`config.mk`:
```
export PLATFORM = sky130hd
export DESIGN_NAME = bitmap_set_engine
export DESIGN_NICKNAME = d
export VERILOG_FILES = /design/src/rtl/bse_pkg.sv /design/src/rtl/bitmap_set_engine.sv
export SDC_FILE = /design/constraint.sdc
export NUM_CORES = 1
export LEC_CHECK = 0
export ABC_CLOCK_PERIOD_IN_PS = 7400
export BUFFER_PORTS_ARGS = -buffer_cell sky130_fd_sc_hd__buf_2
export CAP_MARGIN = 20
export CELL_PAD_IN_SITES_DETAIL_PLACEMENT = 1
export CELL_PAD_IN_SITES_GLOBAL_PLACEMENT = 2
export CORE_UTILIZATION = 41
export DETAILED_ROUTE_END_ITERATION = 16
export PLACE_DENSITY_LB_ADDON = 0.1
export SYNTH_ARGS = -nofsm -noshare
export SYNTH_HDL_FRONTEND = slang
export SYNTH_SLANG_ARGS = --single-unit
```
`constraint.sdc`:
```
create_clock -name clk -period 7.4 [get_ports clk]
set_clock_uncertainty 0.2 [all_clocks]
set_input_delay 0.37 -clock clk [delete_from_list [all_inputs] [get_ports clk]]
set_output_delay 0.37 -clock clk [all_outputs]
set_load 0.02 [all_outputs]
```
`src/rtl/bse_pkg.sv`:
```
package bse_pkg;

	// field widths of the command and result beats
	localparam int CMD_W   = 3;
	localparam int ELEM_W  = 8;
	localparam int RANK_W  = 9;
	localparam int COUNT_W = 9;
	localparam int POS_W   = 8;

	// command codes
	localparam logic [CMD_W-1:0] CMD_ADD        = 3'd0;
	localparam logic [CMD_W-1:0] CMD_REMOVE     = 3'd1;
	localparam logic [CMD_W-1:0] CMD_TEST       = 3'd2;
	localparam logic [CMD_W-1:0] CMD_CLEAR      = 3'd3;
	localparam logic [CMD_W-1:0] CMD_COMPLEMENT = 3'd4;
	localparam logic [CMD_W-1:0] CMD_SELECT     = 3'd5;

	// sequencer states
	typedef enum logic [1:0] {
		ST_WIPE,
		ST_IDLE,
		ST_SCAN,
		ST_DONE
	} bse_state_t;

endpackage

```
`src/rtl/bitmap_set_engine.sv`:
```
// channel | beat fields (lowest bit up)                          | handshake
// s       | tuser: cmd[2:0]; tdata: element[7:0], rank[16:8]     | s_tvalid / s_tready
// m       | tdata: is_member, member_count[9:1], is_empty,       | m_tvalid / m_tready
//         |   lowest_member[18:11], lowest_found, nth_member     |
//         |   [27:20], nth_found[28]                              |
//
// each command makes one sweep over the word memory, one read-modify-write per cycle,
// through a single word unit that updates, counts and searches each word
// after reset the block wipes every word of the memory before s_tready rises
// s_tready is high only while no command is in flight; a result held by a stalled
// m side blocks the next command from completing but not from being accepted
module bitmap_set_engine
	import bse_pkg::*;
#(
	parameter int WORD_BITS  = 8,
	parameter int WORD_COUNT = 32
) (
	input  logic        clk,
	input  logic        arst_n,
	input  logic        s_tvalid,
	output logic        s_tready,
	input  logic [23:0] s_tdata,  // element[7:0], rank[16:8], zeros
	input  logic [2:0]  s_tuser,  // cmd[2:0]
	output logic        m_tvalid,
	input  logic        m_tready,
	output logic [31:0] m_tdata   // is_member, member_count, is_empty, lowest_member,
	                              // lowest_found, nth_member, nth_found, zeros
);

	localparam int SET_BITS = WORD_BITS * WORD_COUNT;
	localparam int CW = $clog2(SET_BITS + 1);
	localparam int IW = (WORD_COUNT > 1) ? $clog2(WORD_COUNT) : 1;
	localparam int BW = (WORD_BITS > 1) ? $clog2(WORD_BITS) : 1;
	localparam int KW = $clog2(WORD_BITS + 1);
	localparam int AW = CW + RANK_W + 1;

	bse_state_t state_q, state_d;

	logic [WORD_BITS-1:0] mem [WORD_COUNT];

	logic [IW-1:0]        rd_idx_q;
	logic                 issue_done_q;
	logic                 vld_s1;
	logic [IW-1:0]        widx_s1;
	logic [WORD_BITS-1:0] rdata_s1;
	logic [CW-1:0]        base_q;
	logic [CW-1:0]        seen_q;
	logic                 low_found_q;
	logic [CW-1:0]        low_pos_q;
	logic                 nth_found_q;
	logic [CW-1:0]        nth_pos_q;
	logic                 member_q;

	logic [CMD_W-1:0]  cmd_q;
	logic [ELEM_W-1:0] element_q;
	logic [RANK_W-1:0] rank_q;

	logic               out_valid_q;
	logic               out_member_q;
	logic [COUNT_W-1:0] out_count_q;
	logic               out_empty_q;
	logic [POS_W-1:0]   out_low_q;
	logic               out_low_found_q;
	logic [POS_W-1:0]   out_nth_q;
	logic               out_nth_found_q;

	// sequencer controls
	logic accept;
	logic rd_en;
	logic wr_en;
	logic wipe_last;
	logic scan_last;
	logic load_out;

	// word unit signals
	logic [AW-1:0]        elem_diff;
	logic                 elem_hit;
	logic [BW-1:0]        bit_idx;
	logic [WORD_BITS-1:0] new_word;
	logic [WORD_BITS-1:0] wr_data;
	logic [IW-1:0]        wr_addr;
	logic [KW-1:0]        word_cnt;
	logic [BW-1:0]        low_bit;
	logic                 word_nonzero;
	logic [AW-1:0]        rank_x;
	logic [AW-1:0]        seen_x;
	logic [AW-1:0]        total_x;
	logic [AW-1:0]        need_x;
	logic                 rank_hit;
	logic [BW-1:0]        sel_bit;

	// result formatting
	logic [CW+COUNT_W-1:0] seen_ext;
	logic [CW+POS_W-1:0]   low_ext;
	logic [CW+POS_W-1:0]   nth_ext;

	assign accept    = s_tvalid && s_tready;
	assign wipe_last = (rd_idx_q == IW'(WORD_COUNT - 1));
	assign scan_last = vld_s1 && (widx_s1 == IW'(WORD_COUNT - 1));

	// state register
	always_ff @(posedge clk or negedge arst_n) begin
		if (!arst_n) begin
			state_q <= ST_WIPE;
		end else begin
			state_q <= state_d;
		end
	end

	// next state and sequencer outputs
	always_comb begin
		state_d  = state_q;
		s_tready = 1'b0;
		rd_en    = 1'b0;
		load_out = 1'b0;
		unique case (state_q)
			ST_WIPE: begin
				if (wipe_last) begin
					state_d = ST_IDLE;
				end
			end
			ST_IDLE: begin
				s_tready = 1'b1;
				if (s_tvalid) begin
					state_d = ST_SCAN;
				end
			end
			ST_SCAN: begin
				rd_en = !issue_done_q;
				if (scan_last) begin
					state_d = ST_DONE;
				end
			end
			ST_DONE: begin
				if (!out_valid_q || m_tready) begin
					load_out = 1'b1;
					state_d  = ST_IDLE;
				end
			end
			default: begin
				state_d = ST_IDLE;
			end
		endcase
	end

	// word memory, registered read
	assign wr_en   = (state_q == ST_WIPE) || vld_s1;
	assign wr_addr = (state_q == ST_WIPE) ? rd_idx_q : widx_s1;
	assign wr_data = (state_q == ST_WIPE) ? '0 : new_word;

	always_ff @(posedge clk) begin
		if (wr_en) begin
			mem[wr_addr] <= wr_data;
		end
		if (rd_en) begin
			rdata_s1 <= mem[rd_idx_q];
		end
	end

	// locate the named element in the word under the unit
	always_comb begin
		elem_diff = AW'(element_q) - AW'(base_q);
		elem_hit  = !elem_diff[AW-1] && (elem_diff < AW'(WORD_BITS));
		bit_idx   = elem_diff[BW-1:0];
	end

	// apply the command to the word
	always_comb begin
		new_word = rdata_s1;
		unique case (cmd_q)
			CMD_ADD: begin
				for (int j = 0; j < WORD_BITS; j++) begin
					if (elem_hit && (bit_idx == BW'(j))) begin
						new_word[j] = 1'b1;
					end
				end
			end
			CMD_REMOVE: begin
				for (int j = 0; j < WORD_BITS; j++) begin
					if (elem_hit && (bit_idx == BW'(j))) begin
						new_word[j] = 1'b0;
					end
				end
			end
			CMD_CLEAR:      new_word = '0;
			CMD_COMPLEMENT: new_word = ~rdata_s1;
			CMD_TEST, CMD_SELECT: new_word = rdata_s1;
			default:        new_word = rdata_s1;
		endcase
	end

	// population count and lowest set bit of the updated word
	always_comb begin
		word_cnt = '0;
		low_bit  = '0;
		for (int j = 0; j < WORD_BITS; j++) begin
			word_cnt = word_cnt + KW'(new_word[j]);
		end
		for (int j = WORD_BITS - 1; j >= 0; j--) begin
			if (new_word[j]) begin
				low_bit = BW'(j);
			end
		end
		word_nonzero = |new_word;
	end

	// does the sought rank fall in this word, and at which bit
	always_comb begin
		logic [KW-1:0] pre;
		rank_x   = AW'(rank_q);
		seen_x   = AW'(seen_q);
		total_x  = seen_x + AW'(word_cnt);
		rank_hit = (rank_q != '0) && (rank_x > seen_x) && (rank_x <= total_x);
		need_x   = rank_x - seen_x - AW'(1);
		sel_bit  = '0;
		for (int j = 0; j < WORD_BITS; j++) begin
			pre = '0;
			for (int k = 0; k < j; k++) begin
				pre = pre + KW'(new_word[k]);
			end
			if (new_word[j] && (pre == need_x[KW-1:0])) begin
				sel_bit = BW'(j);
			end
		end
	end

	// sweep counters and accumulators
	always_ff @(posedge clk or negedge arst_n) begin
		if (!arst_n) begin
			rd_idx_q     <= '0;
			issue_done_q <= 1'b0;
			vld_s1       <= 1'b0;
			widx_s1      <= '0;
			base_q       <= '0;
			seen_q       <= '0;
			low_found_q  <= 1'b0;
			low_pos_q    <= '0;
			nth_found_q  <= 1'b0;
			nth_pos_q    <= '0;
			member_q     <= 1'b0;
			cmd_q        <= CMD_TEST;
			element_q    <= '0;
			rank_q       <= '0;
		end else begin
			vld_s1  <= rd_en;
			widx_s1 <= rd_idx_q;
			if (state_q == ST_WIPE) begin
				rd_idx_q <= wipe_last ? '0 : rd_idx_q + IW'(1);
			end
			if (accept) begin
				cmd_q        <= s_tuser[CMD_W-1:0];
				element_q    <= s_tdata[ELEM_W-1:0];
				rank_q       <= s_tdata[ELEM_W+RANK_W-1:ELEM_W];
				rd_idx_q     <= '0;
				issue_done_q <= 1'b0;
				base_q       <= '0;
				seen_q       <= '0;
				low_found_q  <= 1'b0;
				low_pos_q    <= '0;
				nth_found_q  <= 1'b0;
				nth_pos_q    <= '0;
				member_q     <= 1'b0;
			end
			if (rd_en) begin
				if (rd_idx_q == IW'(WORD_COUNT - 1)) begin
					issue_done_q <= 1'b1;
				end else begin
					rd_idx_q <= rd_idx_q + IW'(1);
				end
			end
			if (vld_s1) begin
				base_q <= base_q + CW'(WORD_BITS);
				seen_q <= total_x[CW-1:0];
				if (elem_hit) begin
					member_q <= new_word[bit_idx];
				end
				if (!low_found_q && word_nonzero) begin
					low_found_q <= 1'b1;
					low_pos_q   <= base_q + CW'(low_bit);
				end
				if ((cmd_q == CMD_SELECT) && !nth_found_q && rank_hit) begin
					nth_found_q <= 1'b1;
					nth_pos_q   <= base_q + CW'(sel_bit);
				end
			end
		end
	end

	// saturate the count and mask positions to the result widths
	assign seen_ext = {{COUNT_W{1'b0}}, seen_q};
	assign low_ext  = {{POS_W{1'b0}}, low_pos_q};
	assign nth_ext  = {{POS_W{1'b0}}, nth_pos_q};

	// result register
	always_ff @(posedge clk or negedge arst_n) begin
		if (!arst_n) begin
			out_valid_q <= 1'b0;
		end else if (load_out) begin
			out_valid_q <= 1'b1;
		end else if (m_tready) begin
			out_valid_q <= 1'b0;
		end
	end

	always_ff @(posedge clk) begin
		if (load_out) begin
			out_member_q    <= member_q;
			out_count_q     <= (seen_ext > (CW + COUNT_W)'(511)) ? COUNT_W'(511)
			                                                      : seen_ext[COUNT_W-1:0];
			out_empty_q     <= (seen_q == '0);
			out_low_q       <= low_ext[POS_W-1:0];
			out_low_found_q <= low_found_q;
			out_nth_q       <= nth_ext[POS_W-1:0];
			out_nth_found_q <= nth_found_q;
		end
	end

	assign m_tvalid = out_valid_q;
	assign m_tdata  = {3'b000, out_nth_found_q, out_nth_q, out_low_found_q, out_low_q,
	                   out_empty_q, out_count_q, out_member_q};

	// a new beat always starts a sweep
	a_accept_scan: assert property (@(posedge clk) disable iff (!arst_n)
		accept |=> (state_q == ST_SCAN))
		else $error("accepted beat did not start a sweep");

	// word unit only works during a sweep
	a_unit_in_scan: assert property (@(posedge clk) disable iff (!arst_n)
		vld_s1 |-> (state_q == ST_SCAN))
		else $error("word unit active outside a sweep");

	// a result has a lowest member exactly when it is not empty
	a_low_vs_empty: assert property (@(posedge clk) disable iff (!arst_n)
		out_valid_q |-> (out_low_found_q != out_empty_q))
		else $error("lowest flag disagrees with empty flag");

	// select hits are only reported for select commands
	a_nth_select: assert property (@(posedge clk) disable iff (!arst_n)
		load_out && nth_found_q |-> (cmd_q == CMD_SELECT))
		else $error("nth member found for a command other than select");

endmodule

```
==> run_results.csv, run 1 <==
group,metric,value,unit
run_status,outcome,"complete, no violations",
worst_setup_path,r2r_setup_slack,50,ps
routing,wl_per_cell,22.9,um
worst_setup_path,reg2regPathDepth,34,
grt,grt_antenna_before_repair,1,
worst_setup_path,path_max_fanout,8,
final_layout,area_growth,18.2,%
place,dp_hpwl,27.4,mm
synth,async_flop_share,0.191,
sta,rsz0062_at_grt,"yes",
sta,hold_violations,0,
synth,ys.flop_type,"edfxtp_1",
final_layout,fill_cells,3864,
sta,finalCriticalPeriod,7350,ps
clock_tree,cts_tree,"yes",
routing,wl,41.6,mm
synth,syn_avg_cell_area,14.7,um2
worst_setup_path,crit_path_end_kind,"register",
grt,grt_max_degree,70,
clock_tree,cts_max_level,2,
clock_tree,worstSkewPairLatency,570,ps
die,row_count,73,
grt,grt_pass1_vias,10600,
die,die_h,204,um
synth,synth_edf_count,293,
worst_setup_path,required,7680,ps
worst_setup_path,crit_start,"element_q[6]$_DFFE_PN0P_",
worst_setup_path,endpoint,"nth_pos_q[4]$_DFF_PN0_",
worst_setup_path,path_class,"register to register",
clock_tree,cts_sinks,362,
sta,slew_viol_final,0,
sta,clock.fmax,0.136,GHz
synth,postSynthCellCount,1140,
worst_setup_path,worstPathArrival,7630,ps
synth,synth_top_area_cell,"edfxtp_1",
job,drv_cap,0,
worst_setup_path,worstSetupStartpointType,"register",
routing,firstDrtPassIters,4,
place,dp.cells,1707,
clock_tree,max-clock-path-buffers,3,
final_layout,antenna_cells,0,
clock_tree,clkTransAtPathRegs,50,ps
routing,drt_iter0_markers,505,
worst_setup_path,reg2reg_from,"element_q[6]$_DFFE_PN0P_",
clock_tree,cts_root_buf,"clkbuf_16",
synth,ys_types,79,
clock_tree,cts_inserted_buffers,40,
synth,yosys-top-cells-area,"edfxtp_1 (53%), mux4_2 (11%), dfrtp_1 (10%), ha_1 (4.0%), nand2_1 (2.7%)",
sta,fin_crit_sh,0.993,
final_layout,nNetsFinal,1349,
routing,ant_nets,0,
die,io_pins,65,
grt,grt_remaining_overflow,0,
synth,yosysSeqAreaShare,0.628,
synth,ys_seq_elements,362,
sta,slew_headroom,0.343,
die,die_x,204,um
worst_setup_path,slowest_delay,580,ps
worst_setup_path,cpMostUsedCell,"ha_4",
final_layout,multi_input_area,6160,um2
die,dieArea,41700,um2
sta,setup_viol,0,
grt,grt_pass1_wl,64.5,mm
worst_setup_path,cp_slowest_cell,"fa_1",
hold_path,hold_path_class,"input pin to register",
synth,ys.warnings.count,0,
routing,drc,0,
synth,netlist.area_leader.share,0.525,
sta,tightest_slew,985,ps
sta,whs,42.3,ps
place,gp_congestion,0.785,
routing,dr_total_vias,9839,
routing,drt-vias-per-instance,5.42,
synth,synth_area,16800,um2
final_layout,seqCellArea,10500,um2
final_layout,drive_gt1_frac,0.260,
place,io_buffers,54,
final_layout,instances_no_fill,1815,
die,start_util,0.419,
worst_setup_path,rr_endpoint,"nth_pos_q[4]$_DFF_PN0_",
die,coreArea,40000,um2
grt,grt_usage,0.207,
-- synth_stat cells, types with 8 or more instances --
cell / n
xnor2_1: 27
dfrtp_1: 68
buf_4: 8
xor2_1: 17
clkbuf_1: 48
nand2b_1: 11
mux2_2: 13
mux4_2: 82
a21o_1: 8
o21ai_0: 41
nand2_1: 121
buf_1: 10
a21oi_1: 17
edfxtp_1: 293
nor3_1: 13
mux2i_1: 9
nor2_1: 73
a31oi_1: 10
nand3_1: 36
inv_1: 38
and3_1: 8
nand4_1: 10
ha_1: 53
nor4_1: 8
-- metrics by stage --
step           utilization  worst slack [ps]  TNS (ps)  area, um2
2_1_floorplan            -              39.6         0      16900
4_1_cts              0.486              37.9         0      19400
3_5_place_dp         0.448              -187     -1110      17900
6_report             0.495              49.7         0      19800
3_3_place_gp         0.448              25.8         0      17900
5_1_grt              0.495              -329     -2470      19800
-- cells by family (layout without fill, tap and decap cells) --
logic type / Yosys count / after routing / synth area share
adders and majority gates: 56 / 56 / 0.0432
other: 2 / 7 / 0.000448
AOI/OAI and AO/OA: 142 / 142 / 0.0594
muxes: 104 / 104 / 0.124
buffers and inverters: 106 / 251 / 0.0261
DFF: 362 / 362 / 0.628
and+or+nand+nor: 323 / 323 / 0.0942
xor gates and xnor gates: 45 / 45 / 0.0243
-- cell usage in the layout (no fill, tap or decap), drive strengths merged, types with 6 or more instances in the layout --
master	count
mux4	82
xor2	17
clkinv	12
nor4	9
nor3	13
buf	121
a21oi	17
xnor2	27
mux2i	9
o21ai	49
ha	53
mux2	13
o211ai	7
conb	7
nor2b	7
o31ai	6
edfxtp	293
a21o	8
and3	8
inv	39
nand2b	11
nor2	73
a31oi	10
nand4	11
dfrtp	68
clkbuf	53
nand3	38
nand2	121
dlygate4sd3	21
-- worst min path at each step --
stage	startpoint	end	slack, ps	cells after the start
CTS	m_tready	m_tvalid$_DFFE_PN0P_	30	3
floorplan	arst_n	base_q[3]$_DFFE_PN0P_	-130	0
detailed placement	nth_pos_q[5]$_DFF_PN0_	out_nth_q[5]$_DFFE_PP_	230	0
global route	s_tvalid	rank_q[3]$_DFFE_PN0P_	50	4
finish	s_tvalid	rank_q[4]$_DFFE_PN0P_	40	4
global placement	nth_pos_q[4]$_DFF_PN0_	out_nth_q[4]$_DFFE_PP_	230	0
-- flip-flops by register name, indices dropped and copies added, names as in the netlist, 2 cells and up --
name,flops
base_q,6
cmd_q,3
element_q,8
low_pos_q,8
mem,256
nth_pos_q,8
out_count_q,9
out_low_q,8
out_nth_q,8
rank_q,9
rd_idx_q,5
rdata_s1,8
seen_q,9
state_q,2
widx_s1,5
-- critical path: cells and delay by family (launching register included) --
kind,cells,cell delay [ps]
AO/OA/AOI/OAI,6,1110
XOR/XNOR,5,840
adder cells (fa/ha/maj),7,2170
buffers and inverters,4,570
flip-flops,1,410
multiplexers,3,620
AND/OR/NAND/NOR,9,1330
-- what timing repair did --
action,4_1_cts,5_1_grt
endpoints found under the hold margin,88,0
pin swaps,4,28
resized for setup,5,34
endpoints found under the setup margin,9,9
buffers inserted,1,10
hold buffers,21,0
gates cloned,0,1
-- cell type report --
| type | instances | share of cell area |
|---|---|---|
| clock buffers | 52 | 0.0528 |
| inverters | 38 | 0.00720 |
| clock inverters | 18 | 0.0103 |
| multi-input cells | 677 | 0.311 |
| well taps | 525 | 0.0332 |
| flip-flops and latches | 362 | 0.532 |
| repair buffers | 143 | 0.0533 |
-- per-layer routing --
layer  vias to the layer above  track usage  share of wire
met5                         -            0              0
met4                         0       0.0768          0.030
met3                        57       0.0314          0.033
met2                       166        0.352           0.50
met1                      5022        0.269           0.44
li1                       4594            -              -
Power of run 1 is not shown: default switching activity piles up to over one toggle a cycle in this logic, so the estimate is an artifact.
==> run 2, diff against run 1 <==
--- a/config.mk
+++ b/config.mk
@@ -5,11 +5,11 @@
 export SDC_FILE = /design/constraint.sdc
 export NUM_CORES = 1
 export LEC_CHECK = 0
-export ABC_CLOCK_PERIOD_IN_PS = 7400
 export BUFFER_PORTS_ARGS = -buffer_cell sky130_fd_sc_hd__buf_2
 export CAP_MARGIN = 20
 export CELL_PAD_IN_SITES_DETAIL_PLACEMENT = 1
 export CELL_PAD_IN_SITES_GLOBAL_PLACEMENT = 2
+export CORE_ASPECT_RATIO = 1.4
 export CORE_UTILIZATION = 41
 export DETAILED_ROUTE_END_ITERATION = 16
 export PLACE_DENSITY_LB_ADDON = 0.1
==> run_results.csv, run 2 (synthesis gave the netlist of run 1 again) <==
group,metric,value,unit
place,dp_slack,-231,ps
sta,rsz0062_at_grt,"yes",
final_layout,top_register,"mem",
place,dp_hpwl,28.3,mm
sta,tightest_slew,1070,ps
die,coreArea,40300,um2
clock_tree,cts_inserted_buffers,38,
final_layout,nNetsFinal,1350,
sta,whs,194,ps
final_layout,area_growth,17.5,%
hold_path,hold_path_class,"input pin to register",
grt,grt_pass1_wl,63.0,mm
worst_setup_path,path_max_fanout,7,
sta,slew_headroom,0.284,
sta,setup_slack,174,ps
routing,ant_nets,0,
clock_tree,clkTransAtPathRegs,60,ps
final_layout,final_area,19700,um2
sta,hold_violations,0,
sta,fin_crit_sh,0.976,
clock_tree,cts_tree,"yes",
clock_tree,cts_sinks,362,
routing,drt_iter0_markers,408,
clock_tree,cts_root_buf,"clkbuf_16",
sta,slew_viol_final,0,
place,postPlaceCellArea,18000,um2
sta,clock.fmax,0.138,GHz
grt,grt_remaining_overflow,0,
run_status,outcome,"complete, no violations",
final_layout,final_cell_mix,"edfxtp_1 (293), nand2_1 (116), mux4_2 (82)",
sta,setup_viol,0,
place,gp_congestion,0.807,
worst_setup_path,path_class,"register to register",
die,die_h,241,um
grt,grt_max_degree,70,
worst_setup_path,cpMostUsedCell,"buf_4",
sta,finalCriticalPeriod,7230,ps
die,io_pins,65,
final_layout,layout_commonest_cell,"edfxtp_1",
routing,wl_per_cell,22.2,um
job,drv_cap,0,
final_layout,largest_reg_flops,256,
routing,firstDrtPassIters,4,
clock_tree,max-clock-path-buffers,3,
die,start_util,0.416,
die,row_count,87,
final_layout,antenna_cells,0,
routing,dr_total_vias,9814,
clock_tree,cts_max_level,2,
routing,drc,0,
grt,grt_pass1_vias,10600,
worst_setup_path,required,7670,ps
worst_setup_path,cp_slowest_cell,"or4b_4",
routing,drt-vias-per-instance,5.38,
worst_setup_path,crit_path_end_kind,"register",
worst_setup_path,worstSetupStartpointType,"register",
worst_setup_path,worstPathArrival,7500,ps
routing,wl,40.6,mm
die,dieArea,41700,um2
worst_setup_path,slowest_delay,530,ps
grt,grt_usage,0.199,
place,io_buffers,54,
clock_tree,worstSkewPairLatency,550,ps
final_layout,drive_gt1_frac,0.262,
grt,grt_antenna_before_repair,0,
die,die_x,173,um
-- run 2: layout make-up --
cell class / count / area [um2]
clock buffer: 49 / 992
clock inverter: 19 / 175
fill: 3962 / 20600
inverter: 38 / 143
multi-input combinational: 677 / 6120
sequential: 362 / 10500
tap: 534 / 668
timing repair buffer: 146 / 1070
-- run 2: layer usage --
layer / vias up / global-route usage / part of all wire
li1: 4581 / - / -
met5: - / 0 / 0
met4: 0 / 0.0711 / 0.032
met2: 124 / 0.387 / 0.55
met1: 5052 / 0.223 / 0.39
met3: 57 / 0.0247 / 0.024
-- run 2: worst paths after layout --
check                      depth (start not counted)                   start                      to  slack [ps]
max                                               34   base_q[6]$_DFFE_PN0P_  nth_pos_q[5]$_DFF_PN0_         170
min                                                4                s_tvalid  state_q[0]$_DFFE_PN0P_         190
max reg2reg                                       34   base_q[6]$_DFFE_PN0P_  nth_pos_q[5]$_DFF_PN0_         170
min reg2reg                                        0  low_pos_q[6]$_DFF_PN0_  out_low_q[6]$_DFFE_PP_         250
max in group asynchronous                          2                  arst_n   rd_idx_q[0]$_DFF_PN0_        5980
min in group asynchronous                          2                  arst_n   seen_q[7]$_DFFE_PN0P_         320
-- run 2: worst max-delay path, delay by kind of cell, from the launching register on --
| family | cells | cell delay (ps) |
|---|---|---|
| adders and majority gates | 8 | 2160 |
| AOI/OAI and AO/OA | 9 | 1520 |
| xor gates and xnor gates | 6 | 1030 |
| buffers and inverters | 8 | 1010 |
| and+or+nand+nor | 3 | 850 |
| DFF | 1 | 390 |
-- run 2: metrics by stage --
stage,std cells,setup TNS (ps),util
6_report,1825,0,0.489
5_1_grt,1825,-902,0.489
4_1_cts,1811,0,0.481
3_5_place_dp,1718,-1420,0.446
3_3_place_gp,1716,-818,0.446
2_1_floorplan,1145,0,-
-- run 2: timing repair --
action	CTS	global route
endpoints found under the setup margin	9	9
cloned	0	1
resized for setup	2	36
hold buffers	22	0
pin swaps	2	23
buffers inserted	3	8
hold endpoints to repair	89	0
Power of run 2 is left out for the same reason.
==> run 3, diff against run 2 <==
--- a/config.mk
+++ b/config.mk
@@ -10,6 +10,7 @@
 export CELL_PAD_IN_SITES_DETAIL_PLACEMENT = 1
 export CELL_PAD_IN_SITES_GLOBAL_PLACEMENT = 2
 export CORE_ASPECT_RATIO = 1.4
+export CORE_MARGIN = 2
 export CORE_UTILIZATION = 41
 export DETAILED_ROUTE_END_ITERATION = 16
 export PLACE_DENSITY_LB_ADDON = 0.1
==> run_results.csv, run 3 (synthesis gave the netlist of run 1 again) <==
group,metric,value,unit
run_status,outcome,"complete, no violations",
final_layout,fill_cells,4008,
die,coreArea,40300,um2
hold_path,hp-start,"s_tvalid",
sta,slew_viol_final,0,
sta,slew_headroom,0.277,
grt,grt_pass1_wl,63.3,mm
clock_tree,clkTransAtPathRegs,70,ps
grt,grt_max_degree,70,
worst_setup_path,reg2regPathDepth,34,
hold_path,hold_end,"state_q[0]$_DFFE_PN0P_",
final_layout,antenna_cells,0,
routing,dr_total_vias,9754,
place,dp_slack,-322,ps
sta,whs,173,ps
die,io_pins,65,
hold_path,hold_path_class,"input pin to register",
sta,finalCriticalPeriod,7210,ps
worst_setup_path,path_max_fanout,8,
final_layout,largest_reg_flops,256,
final_layout,layout_commonest_cell,"edfxtp_1",
worst_setup_path,required,7660,ps
worst_setup_path,crit_path_end_kind,"register",
routing,firstDrtPassIters,4,
sta,tightest_slew,1080,ps
grt,grt_antenna_before_repair,0,
sta,fin_crit_sh,0.974,
routing,wl,40.7,mm
worst_setup_path,reg2reg_from,"base_q[6]$_DFFE_PN0P_",
worst_setup_path,cp_slowest_cell,"fa_1",
die,row_count,87,
sta,setup_slack,190,ps
clock_tree,cts_tree,"yes",
worst_setup_path,slowest_delay,570,ps
final_layout,instances_no_fill,1821,
place,dp_hpwl,28.2,mm
die,start_util,0.416,
worst_setup_path,path_class,"register to register",
die,die_x,175,um
final_layout,top_register,"mem",
worst_setup_path,worstPathArrival,7470,ps
sta,rsz0062_at_grt,"yes",
hold_path,hold_path_depth,4,
clock_tree,worstSkewPairLatency,560,ps
routing,drc,0,
final_layout,drive_gt1_frac,0.253,
sta,clock.fmax,0.139,GHz
routing,drt_iter0_markers,494,
worst_setup_path,r2r_setup_slack,190,ps
routing,ant_nets,0,
final_layout,area_growth,17.3,%
final_layout,final_cell_mix,"edfxtp_1 (293), nand2_1 (118), mux4_2 (82)",
worst_setup_path,crit_start,"base_q[6]$_DFFE_PN0P_",
die,dieArea,42500,um2
clock_tree,max-clock-path-buffers,3,
grt,grt_remaining_overflow,0,
final_layout,nNetsFinal,1348,
clock_tree,cts_sinks,362,
place,dp.cells,1714,
clock_tree,cts_inserted_buffers,38,
place,gp_congestion,0.782,
worst_setup_path,worstSetupStartpointType,"register",
routing,drt-vias-per-instance,5.36,
routing,wl_per_cell,22.4,um
grt,grt_pass1_vias,10700,
grt,grt_usage,0.195,
clock_tree,cts_max_level,2,
job,drv_cap,0,
worst_setup_path,rr_endpoint,"nth_pos_q[6]$_DFF_PN0_",
sta,setup_viol,0,
sta,hold_violations,0,
die,die_h,243,um
place,io_buffers,54,
clock_tree,cts_root_buf,"clkbuf_16",
## run 3: worst max-delay path by stage
stage                             end  slack [ps]
3_5_place_dp   nth_pos_q[2]$_DFF_PN0_        -320
5_1_grt        nth_pos_q[2]$_DFF_PN0_        -130
2_1_floorplan  nth_pos_q[3]$_DFF_PN0_          40
3_3_place_gp   nth_pos_q[0]$_DFF_PN0_        -160
6_report       nth_pos_q[6]$_DFF_PN0_         190
4_1_cts        nth_pos_q[2]$_DFF_PN0_         100
## run 3: final cells by class
cell class              instances  area, um2  area share
flip-flops and latches        362      10500       0.536
well taps                     534        668      0.0340
multi-input cells             677       6060       0.308
inverters                      38        143     0.00726
repair buffers                144       1060      0.0538
clock buffers                  47        985      0.0501
clock inverters                19        215      0.0109
## run 3: stage by stage
step                      utilization  instance area [um2]  setup TNS [ps]
after floorplan                     -                16900               0
final                           0.488                19700               0
after global placement          0.445                17900            -994
after CTS                       0.482                19400               0
after global routing            0.488                19700            -703
after detailed placement        0.445                17900           -2360
## run 3: routing by layer
metal | part of all wire | global-route usage
met2 | 0.56 | 0.374
met4 | 0.030 | 0.0645
met1 | 0.39 | 0.220
met5 | 0 | 0
met3 | 0.026 | 0.0265
## run 3: timing repair
item / 4_1_cts / 5_1_grt
hold buffers: 22 / 0
buffers inserted: 3 / 10
endpoints found under the setup margin: 9 / 9
endpoints found under the hold margin: 89 / 0
cloned: 0 / 1
resized for setup: 5 / 24
pin swaps: 3 / 24
## run 3: critical path, delay by kind of cell (launching register included)
family / cells / cell delay, ps
buffers and inverters: 5 / 590
AND/OR/NAND/NOR: 7 / 1260
XOR/XNOR: 3 / 440
flip-flops: 1 / 390
adder cells (fa/ha/maj): 10 / 2900
AO/OA/AOI/OAI: 9 / 1330
Power of run 3 is left out for the same reason.
